<file path="src/rtl/core/deadline_grace_kill_table_top_defines.svh">
// assertion macros for the deadline table
`ifndef DEADLINE_GRACE_KILL_TABLE_TOP_DEFINES_SVH
`define DEADLINE_GRACE_KILL_TABLE_TOP_DEFINES_SVH
`ifndef SYNTHESIS
`define DGK_ASSERT(label, clk, rst_n, prop, msg) \
  label: assert property (@(posedge clk) disable iff (!rst_n) (prop)) else $error(msg);
`define DGK_ASSERT_RST(label, clk, prop, msg) \
  label: assert property (@(posedge clk) (prop)) else $error(msg);
`else
`define DGK_ASSERT(label, clk, rst_n, prop, msg)
`define DGK_ASSERT_RST(label, clk, prop, msg)
`endif
`endif

</file>
<file path="src/rtl/core/dgk_pkg.sv">
package dgk_pkg;

  localparam int unsigned Entries = 16;

  localparam logic [2:0] CmdSpawn   = 3'd0;
  localparam logic [2:0] CmdResched = 3'd1;
  localparam logic [2:0] CmdKill    = 3'd2;
  localparam logic [2:0] CmdReport  = 3'd3;
  localparam logic [2:0] CmdTick    = 3'd4;

  localparam logic [2:0] PhPending = 3'd0;
  localparam logic [2:0] PhReady   = 3'd1;
  localparam logic [2:0] PhApplied = 3'd2;
  localparam logic [2:0] PhLate    = 3'd3;
  localparam logic [2:0] PhTimeout = 3'd4;
  localparam logic [2:0] PhKilled  = 3'd5;

  localparam logic [1:0] OutApplied = 2'd0;
  localparam logic [1:0] OutTimeout = 2'd1;
  localparam logic [1:0] OutKilled  = 2'd2;

  localparam logic [1:0] KindAck   = 2'd0;
  localparam logic [1:0] KindEvent = 2'd1;
  localparam logic [1:0] KindDone  = 2'd2;

  typedef struct packed {
    logic [2:0]  phase;
    logic [63:0] due_at;
    logic [31:0] grace_step;
    logic [31:0] grace_limit;
    logic [31:0] grace_taken;
    logic [31:0] kill_countdown;
    logic        kill_pending;
    logic        miss_kill;
    logic        event_armed;
  } entry_t;

  // ram word width, one full entry
  localparam int unsigned EntW = $bits(entry_t);

  // result of evaluating one entry on a tick
  typedef struct packed {
    entry_t     ent;
    logic       emit;
    logic [1:0] outc;
  } eval_t;

  function automatic eval_t evaluate(entry_t e, logic [63:0] beat);
    eval_t r;
    logic [31:0] w;
    logic [64:0] sum;
    r.ent = e;
    r.emit = 1'b0;
    r.outc = OutApplied;
    // kill countdown
    if (e.kill_pending && e.phase != PhKilled) begin
      w = e.kill_countdown;
      if (w != 32'd0) begin
        w = w - 32'd1;
        r.ent.kill_countdown = w;
      end
      if (w == 32'd0) begin
        r.ent.phase = PhKilled;
        r.ent.kill_pending = 1'b0;
        r.emit = 1'b1;
        r.outc = OutKilled;
      end
    end
    // due and grace handling
    if ((r.ent.phase == PhPending || r.ent.phase == PhReady || r.ent.phase == PhLate)
        && beat >= e.due_at) begin
      if (r.ent.phase == PhPending) r.ent.phase = PhReady;
      if (beat > e.due_at && e.grace_limit != 32'd0) begin
        if (e.grace_taken < e.grace_limit) begin
          r.ent.grace_taken = e.grace_taken + 32'd1;
          sum = {1'b0, e.due_at} + {33'd0, e.grace_step};
          r.ent.due_at = sum[64] ? {64{1'b1}} : sum[63:0];
        end else begin
          if (e.miss_kill) begin
            r.ent.phase = PhKilled;
            r.ent.kill_pending = 1'b0;
            r.outc = OutKilled;
          end else begin
            r.ent.phase = PhTimeout;
            r.outc = OutTimeout;
          end
          r.emit = 1'b1;
        end
      end
    end
    // armed event replay
    if (!r.emit && e.event_armed) begin
      if (r.ent.phase == PhApplied) begin
        r.emit = 1'b1;
        r.outc = OutApplied;
      end else if (r.ent.phase == PhTimeout) begin
        r.emit = 1'b1;
        r.outc = OutTimeout;
      end else if (r.ent.phase == PhKilled) begin
        r.emit = 1'b1;
        r.outc = OutKilled;
      end
    end
    if (r.emit) r.ent.event_armed = 1'b0;
    return r;
  endfunction

endpackage

</file>
<file path="src/rtl/core/deadline_grace_kill_table_top.sv">
// deadline table: per-entry spec in one synchronous ram, valid bits in flops
// reschedule, kill, report: busy through the read and modify states, ack registered from the modify state
// spawn and out-of-range or unknown commands: busy in the read state only, ack registered from it
// tick: one entry per cycle in the scan state, then the done state;
// up to ENTRIES event results then a done result; results cannot be stalled
// reset clears valid bits and control asynchronously; ram contents unused until written
`include "deadline_grace_kill_table_top_defines.svh"
module deadline_grace_kill_table_top #(
  parameter int unsigned ENTRIES = dgk_pkg::Entries
) (
  input  logic        clk_i,
  input  logic        rst_ni,
  input  logic        start,
  output logic        busy,
  input  logic [2:0]  command_i,
  input  logic [3:0]  slot_i,
  input  logic [63:0] beat_now_i,
  input  logic [63:0] due_beat_i,
  input  logic [31:0] grace_step_i,
  input  logic [31:0] grace_limit_i,
  input  logic [31:0] wait_beats_i,
  input  logic [31:0] resched_delta_i,
  input  logic        kill_active_i,
  input  logic        miss_kills_i,
  output logic        strobe_o,
  output logic [1:0]  kind_o,
  output logic [3:0]  event_slot_o,
  output logic [1:0]  outcome_o,
  output logic        last_o
);

  localparam int unsigned AW = (ENTRIES > 1) ? $clog2(ENTRIES) : 1;
  localparam int unsigned CW = $clog2(ENTRIES + 1);
  localparam int unsigned RD = 1 << AW;

  localparam logic [2:0] StIdle = 3'd0;
  localparam logic [2:0] StRead = 3'd1;
  localparam logic [2:0] StMod  = 3'd2;
  localparam logic [2:0] StScan = 3'd3;
  localparam logic [2:0] StDone = 3'd4;

  logic [2:0]   state_q, state_d;
  logic [2:0]   cmd_q;
  logic [3:0]   slot_q;
  logic [AW-1:0] slot_a;
  logic [63:0]  beat_q;
  logic [31:0]  wait_q, delta_q;
  logic         kact_q;
  logic [ENTRIES-1:0] valid_q;
  logic [CW-1:0] rd_cnt_q;   // next entry to read
  logic [CW-1:0] ev_cnt_q;   // entry whose data is on the read port
  logic          ev_vld_q;

  logic          we;
  logic [AW-1:0] waddr, raddr;
  dgk_pkg::entry_t wdata, rdata, rent;
  dgk_pkg::eval_t  ev;

  dgk_ram #(.Width(dgk_pkg::EntW), .Depth(RD)) u_ram (
    .clk_i  (clk_i),
    .we_i   (we),
    .waddr_i(waddr),
    .wdata_i(wdata),
    .raddr_i(raddr),
    .rdata_o(rdata)
  );

  assign busy = (state_q != StIdle);
  logic acc;
  assign acc = start && !busy;
  logic slot_in_rng;
  assign slot_in_rng = ({2'b0, slot_q} < 6'(ENTRIES));
  assign slot_a = AW'(slot_q);

  // an invalid entry reads as all zero
  always_comb begin
    rent = rdata;
    if (state_q == StMod && !valid_q[slot_a]) rent = '0;
  end

  assign ev = dgk_pkg::evaluate(rdata, beat_q);
  assign raddr = (state_q == StScan) ? rd_cnt_q[AW-1:0] : slot_a;

  // spawn fields held separately since they do not fit the shared regs
  logic [31:0] cd_q;
  logic        mk_q;
  always_ff @(posedge clk_i) begin
    if (acc) begin
      cd_q <= wait_beats_i;
      mk_q <= miss_kills_i;
    end
  end

  // spawn data path: due in beat_q, step in delta_q, limit in wait_q
  dgk_pkg::entry_t spawn_e;
  always_comb begin
    spawn_e = '0;
    spawn_e.phase = dgk_pkg::PhPending;
    spawn_e.due_at = beat_q;
    spawn_e.grace_step = delta_q;
    spawn_e.grace_limit = wait_q;
    spawn_e.kill_countdown = cd_q;
    spawn_e.kill_pending = kact_q;
    spawn_e.miss_kill = mk_q;
  end

  // write-back selection
  always_comb begin
    we = 1'b0;
    waddr = slot_a;
    wdata = rent;
    if (state_q == StRead && cmd_q == dgk_pkg::CmdSpawn && slot_in_rng) begin
      we = 1'b1;
      wdata = spawn_e;
    end
    if (state_q == StMod) begin
      unique case (cmd_q)
        dgk_pkg::CmdResched: begin
          we = (delta_q != 32'd0);
          wdata.due_at = rent.due_at + {32'd0, delta_q};
        end
        dgk_pkg::CmdKill: begin
          we = 1'b1;
          wdata.kill_pending = kact_q;
          wdata.kill_countdown = wait_q;
        end
        dgk_pkg::CmdReport: begin
          we = 1'b1;
          wdata.phase = dgk_pkg::PhApplied;
          wdata.event_armed = 1'b1;
        end
        default: we = 1'b0;
      endcase
    end
    if (ev_vld_q && valid_q[ev_cnt_q[AW-1:0]]) begin
      we = 1'b1;
      waddr = ev_cnt_q[AW-1:0];
      wdata = ev.ent;
    end
  end

  // request capture
  always_ff @(posedge clk_i) begin
    if (acc) begin
      cmd_q  <= command_i;
      slot_q <= slot_i;
      kact_q <= kill_active_i;
      if (command_i == dgk_pkg::CmdSpawn) begin
        beat_q  <= due_beat_i;
        delta_q <= grace_step_i;
        wait_q  <= grace_limit_i;
      end else begin
        beat_q  <= (beat_now_i == {64{1'b1}}) ? 64'd0 : beat_now_i;
        delta_q <= resched_delta_i;
        wait_q  <= wait_beats_i;
      end
    end
  end

  // sequencer
  always_comb begin
    state_d = state_q;
    unique case (state_q)
      StIdle: if (acc) state_d = (command_i == dgk_pkg::CmdTick) ? StScan : StRead;
      StRead: state_d = (slot_in_rng && (cmd_q == dgk_pkg::CmdResched ||
                cmd_q == dgk_pkg::CmdKill || cmd_q == dgk_pkg::CmdReport)) ? StMod : StIdle;
      StMod:  state_d = StIdle;
      StScan: if (rd_cnt_q == CW'(ENTRIES) && !ev_vld_q) state_d = StDone;
      StDone: state_d = StIdle;
      default: state_d = StIdle;
    endcase
  end

  logic ack_now;
  assign ack_now = (state_q == StRead && state_d == StIdle) || state_q == StMod;

  always_ff @(posedge clk_i or negedge rst_ni) begin
    if (!rst_ni) begin
      state_q  <= StIdle;
      valid_q  <= '0;
      rd_cnt_q <= '0;
      ev_cnt_q <= '0;
      ev_vld_q <= 1'b0;
      strobe_o <= 1'b0;
      kind_o <= dgk_pkg::KindAck;
      event_slot_o <= '0;
      outcome_o <= dgk_pkg::OutApplied;
      last_o <= 1'b0;
    end else begin
      state_q  <= state_d;
      if (acc) begin
        rd_cnt_q <= '0;
        ev_vld_q <= 1'b0;
      end else if (state_q == StScan) begin
        // scan: one read per cycle, evaluate next cycle
        ev_vld_q <= (rd_cnt_q != CW'(ENTRIES));
        ev_cnt_q <= rd_cnt_q;
        if (rd_cnt_q != CW'(ENTRIES)) rd_cnt_q <= rd_cnt_q + CW'(1);
      end
      // result register: ack, done or one tick event
      if (ack_now) begin
        strobe_o <= 1'b1;
        kind_o <= dgk_pkg::KindAck;
        event_slot_o <= slot_q;
        outcome_o <= dgk_pkg::OutApplied;
        last_o <= 1'b1;
      end else if (state_q == StDone) begin
        strobe_o <= 1'b1;
        kind_o <= dgk_pkg::KindDone;
        event_slot_o <= '0;
        outcome_o <= dgk_pkg::OutApplied;
        last_o <= 1'b1;
      end else if (ev_vld_q && valid_q[ev_cnt_q[AW-1:0]] && ev.emit) begin
        strobe_o <= 1'b1;
        kind_o <= dgk_pkg::KindEvent;
        event_slot_o <= 4'(ev_cnt_q);
        outcome_o <= ev.outc;
        last_o <= 1'b0;
      end else begin
        strobe_o <= 1'b0;
      end
      // valid bits
      if (state_q == StRead && slot_in_rng && cmd_q == dgk_pkg::CmdSpawn)
        valid_q[slot_a] <= 1'b1;
      else if (state_q == StMod && we) valid_q[slot_a] <= 1'b1;
    end
  end

  `DGK_ASSERT(a_start_idle, clk_i, rst_ni, acc |=> busy, "request not taken")
  `DGK_ASSERT(a_done_last, clk_i, rst_ni,
    (strobe_o && kind_o == dgk_pkg::KindDone) |-> last_o, "done without last")
  `DGK_ASSERT(a_event_notlast, clk_i, rst_ni,
    (strobe_o && kind_o == dgk_pkg::KindEvent) |-> !last_o, "event marked last")
  `DGK_ASSERT(a_idle_quiet, clk_i, rst_ni,
    (state_q == StIdle && $past(state_q) == StIdle) |-> !strobe_o, "stray result")

endmodule

</file>
<file path="src/rtl/core/dgk_ram.sv">
module dgk_ram #(
  parameter int unsigned Width = 8,
  parameter int unsigned Depth = 16
) (
  input  logic                     clk_i,
  input  logic                     we_i,
  input  logic [$clog2(Depth)-1:0] waddr_i,
  input  logic [Width-1:0]         wdata_i,
  input  logic [$clog2(Depth)-1:0] raddr_i,
  output logic [Width-1:0]         rdata_o
);

  logic [Width-1:0] mem_q [Depth];

  // write port and registered read
  always_ff @(posedge clk_i) begin
    if (we_i) mem_q[waddr_i] <= wdata_i;
    rdata_o <= mem_q[raddr_i];
  end

endmodule
</file>
<file path="config.mk">
export PLATFORM = sky130hd
export DESIGN_NAME = deadline_grace_kill_table_top
export DESIGN_NICKNAME = d
export VERILOG_FILES = /design/src/rtl/core/dgk_pkg.sv /design/src/rtl/core/deadline_grace_kill_table_top.sv /design/src/rtl/core/dgk_ram.sv
export VERILOG_INCLUDE_DIRS = /design/src /design/src/rtl/core
export SDC_FILE = /design/constraint.sdc
export NUM_CORES = 2
export LEC_CHECK = 0
export BUFFER_PORTS_ARGS = -buffer_cell sky130_fd_sc_hd__buf_2
export CAP_MARGIN = 20
export CORE_ASPECT_RATIO = 0.75
export CORE_MARGIN = 2
export CORE_UTILIZATION = 38
export DETAILED_ROUTE_END_ITERATION = 8
export GPL_TIMING_DRIVEN = 0
export HOLD_SLACK_MARGIN = 0.08
export PLACE_DENSITY = 0.51
export SYNTH_ARGS = -nofsm -noshare
export SYNTH_HDL_FRONTEND = slang
export SYNTH_SLANG_ARGS = --single-unit
</file>
<file path="constraint.sdc">
create_clock -name clk_i -period 25.4 [get_ports clk_i]
set_input_delay 2.54 -clock clk_i [delete_from_list [all_inputs] [get_ports clk_i]]
set_output_delay 2.54 -clock clk_i [all_outputs]
set_load 0.01 [all_outputs]
</file>
==> impl_metrics.sql <==
INSERT INTO impl_metrics (metric_group, metric, value, unit) VALUES
('critical_path', 'crit_path_frequent_cell', 'clkbuf_1', ''),
('critical_path', 'crit_path_max_incr_delay', '0.89', 'ns'),
('critical_path', 'critical_path.cell_chain', 'clkbuf_1 > mux4_2 > mux4_2 > nor2_1 > clkbuf_1 > clkbuf_1 > buf_1 > nor2_1 > ha_1 > and3_1 > and3_1 > a22o_1 > a31o_2 > a31oi_1 > o211ai_1 > a211oi_1 > buf_2 > clkbuf_1 > nor2_1 > a311oi_1 > o32a_1', ''),
('die', 'initial_utilization', '38.2', '%'),
('synth', 'avgSynthCellArea', '12.4', 'um^2'),
('clock_tree', 'clock_tree_buffer_depth', '4', ''),
('job', 'cap_violations', '0', ''),
('synth', 'synth-seq-area-share', '70.3', '%'),
('cells_and_area', 'drive_above_1_share', '10.4', '%'),
('grt', 'pin_count_of_the_biggest_net_entering_global_routing', '38', ''),
('synth', 'dominant_combinational_cell_family_by_area_after_synthesis', 'simple AND/OR/NAND/NOR gates', ''),
('grt', 'antenna_found_initial', '67', ''),
('power_and_ir_drop', 'power.density_cell_area', '127', 'nW/um^2'),
('critical_path', 'timing.critical_path.fanout_max', '16', ''),
('power_and_ir_drop', 'cellInternalPower', '0.0134', 'W'),
('synth', 'synth.mux.area_fraction', '0.901', '%'),
('grt', 'vias_in_the_first_global_route', '101000', ''),
('routing', 'total_wire_length', '565000', 'um'),
('cells_and_area', 'synthToLayoutAreaGrowth', '17.1', '%'),
('timing', 'post_layout_min_period', '10.20', 'ns'),
('synth', 'synth-compound-area-share', '8.88', '%'),
('cells_and_area', 'layout.cells.most_common', 'nand2_1', ''),
('placed_design', 'placed_cells', '17900', ''),
('synth', 'synth_largest_area_cell', 'edfxtp_1', ''),
('clock_tree', 'tritoncts', 'built', ''),
('synth', 'synth-edff-count', '3337', ''),
('timing', 'fin_ws', '15.20', 'ns'),
('grt', 'grt_remaining_overflow', '0', ''),
('die', 'die_width', '729', 'um'),
('synth', 'synthDominantCellAreaShare', '67.0', '%'),
('die', 'die_area', '399000', 'um^2'),
('power_and_ir_drop', 'net-switching-power', '0.00890', 'W'),
('critical_path', 'critical_path.slowest_cell', 'clkbuf_1', ''),
('timing', 'finalMaxSlewViolations', '0', ''),
('timing', 'skew', '0.0798', 'ns'),
('die', 'io-pin-count', '279', ''),
('power_and_ir_drop', 'total_leakage_power', '61.5', 'nW'),
('cells_and_area', 'num-nets-final', '13500', ''),
('power_and_ir_drop', 'gate_power_share', '36.4', '%'),
('clock_tree', 'clock_sink_count', '3574', ''),
('cells_and_area', 'finalInstanceArea', '175000', 'um^2'),
('placed_design', 'post_dp_cell_area', '163000', 'um^2'),
('power_and_ir_drop', 'switching_share', '39.9', '%'),
('routing', 'dr.first_iter.drc_count', '14400', ''),
('placed_design', 'port_buffers', '278', ''),
('synth', 'commonest_register_cell_after_synthesis', 'edfxtp_1', ''),
('routing', 'ant_nets', '0', ''),
('critical_path', 'timing.critical_path.buf_inv', '6', ''),
('synth', 'synth_simple_gate_area_share', '15.4', '%'),
('routing', 'drc', '0', ''),
('clock_tree', 'clock-root-buffer', 'clkbuf_16', ''),
('timing', 'max-slew-margin-rel', '13.7', '%'),
('synth', 'synth_area', '150000', 'um^2'),
('clock_tree', 'cts_stage_hold_buffer_count', '0', ''),
('synth', 'netlist_instances', '12100', ''),
('synth', 'synthArstFlopShare', '1.09', '%'),
('die', 'fp-row-count', '199', ''),
('synth', 'netlist-cell-type-count', '84', ''),
('clock_tree', 'clock_pin_slew_on_the_worst_setup_and_hold_paths', '0.06', 'ns'),
('placed_design', 'detailedPlace.worstSlack', '15.63', 'ns'),
('placed_design', 'dp_hpwl', '426000', 'um'),
('synth', 'synthTopCellsByArea', 'edfxtp_1, nand2_1, a311oi_1', ''),
('routing', 'drt_pre_antenna_iters', '6', ''),
('timing', 'whs', '0.481', 'ns'),
('timing', 'setup_total_neg_slack', '0', 'ns'),
('die', 'core_region', '392000', 'um^2'),
('critical_path', 'reg2reg_from', 'slot_a[0]', ''),
('grt', 'wire_length_of_the_first_global_routing_pass', '781000', 'um'),
('timing', 'worst_slew_pin_slew', '1.29', 'ns'),
('min_path', 'hold_path_startpoint', 'valid_q[10]', ''),
('status', 'outcome', 'completed', '');
==> layer usage <==
metal | vias up | wire [um] | track usage (%)
met5 | - | 114 | 0
met4 | 16 | 25200 | 11.0
met3 | 800 | 52300 | 5.47
met2 | 5089 | 234000 | 39.0
met1 | 54100 | 254000 | 41.2
li1 | 47100 | - | -
==> power groups by stage <==
stage	Clock (W)	Sequential (W)	Combinational, W
after floorplan	0	0.00851	0.00416
after global placement	0	0.00900	0.00731
after detailed placement	0	0.00881	0.00790
after CTS	0.00555	0.00869	0.00794
after global routing	0.00577	0.00871	0.00868
final	0.00547	0.00871	0.00813
==> worst max path at each step <==
stage	startpoint	end	slack [ns]	cells past startpoint
after detailed placement	slot_a[0]	u_ram.mem_q[2][165]	15.63	21
after global routing	slot_a[0]	u_ram.mem_q[6][165]	15.08	21
after global placement	ev_cnt_q[0]	u_ram.mem_q[1][193]	2.52	11
final	slot_a[0]	u_ram.mem_q[1][165]	15.20	21
after floorplan	ev_cnt_q[0]	u_ram.mem_q[1][0]	14.02	11
after CTS	slot_a[0]	u_ram.mem_q[6][165]	15.56	21
==> cell usage after synthesis (135+ instances only) <==
library cell	count
a311oi_1	598
nand3_1	917
nor2_1	184
o21ai_0	136
clkbuf_1	778
and3_1	441
edfxtp_1	3337
ha_1	163
inv_1	142
nand2_1	3449
dfxtp_1	198
a22o_1	135
a21oi_1	361
a31oi_1	220
==> through the flow <==
stage	util, %	power, W
floorplan	-	0.0127
global placement	40.2	0.0163
detailed placement	41.6	0.0167
CTS	44.7	0.0222
global route	44.7	0.0232
finish	44.7	0.0223
==> layout make-up <==
cell class	count	area, um^2
diodes	36	90.1
multi-input cells	7529	41100
clock buffers	473	9850
fillers	35400	217000
flip-flops and latches	3574	105000
repair buffers	608	6560
well taps	5226	6540
clock inverters	192	2150
inverters	142	533
plain buffers	845	3290
==> registers in the layout, indices dropped and copies added (netlist names), 5 cells and up <==
signal,count
u_ram.mem_q,3168
u_ram.rdata_o,198
beat_q,64
cd_q,32
delta_q,32
wait_q,32
valid_q,16
rd_cnt_q,5
==> kinds of logic (layout without fill, tap and decap cells) <==
family,count (synthesis),count (layout)
adder cells (fa/ha/maj),165,165
other,0,36
AO/OA/AOI/OAI,1818,1818
multiplexers,115,115
flip-flops,3574,3574
AND/OR/NAND/NOR,5325,5325
XOR/XNOR,106,106
buffers and inverters,987,2260
Note: power is estimated with default switching activity, not from simulation.
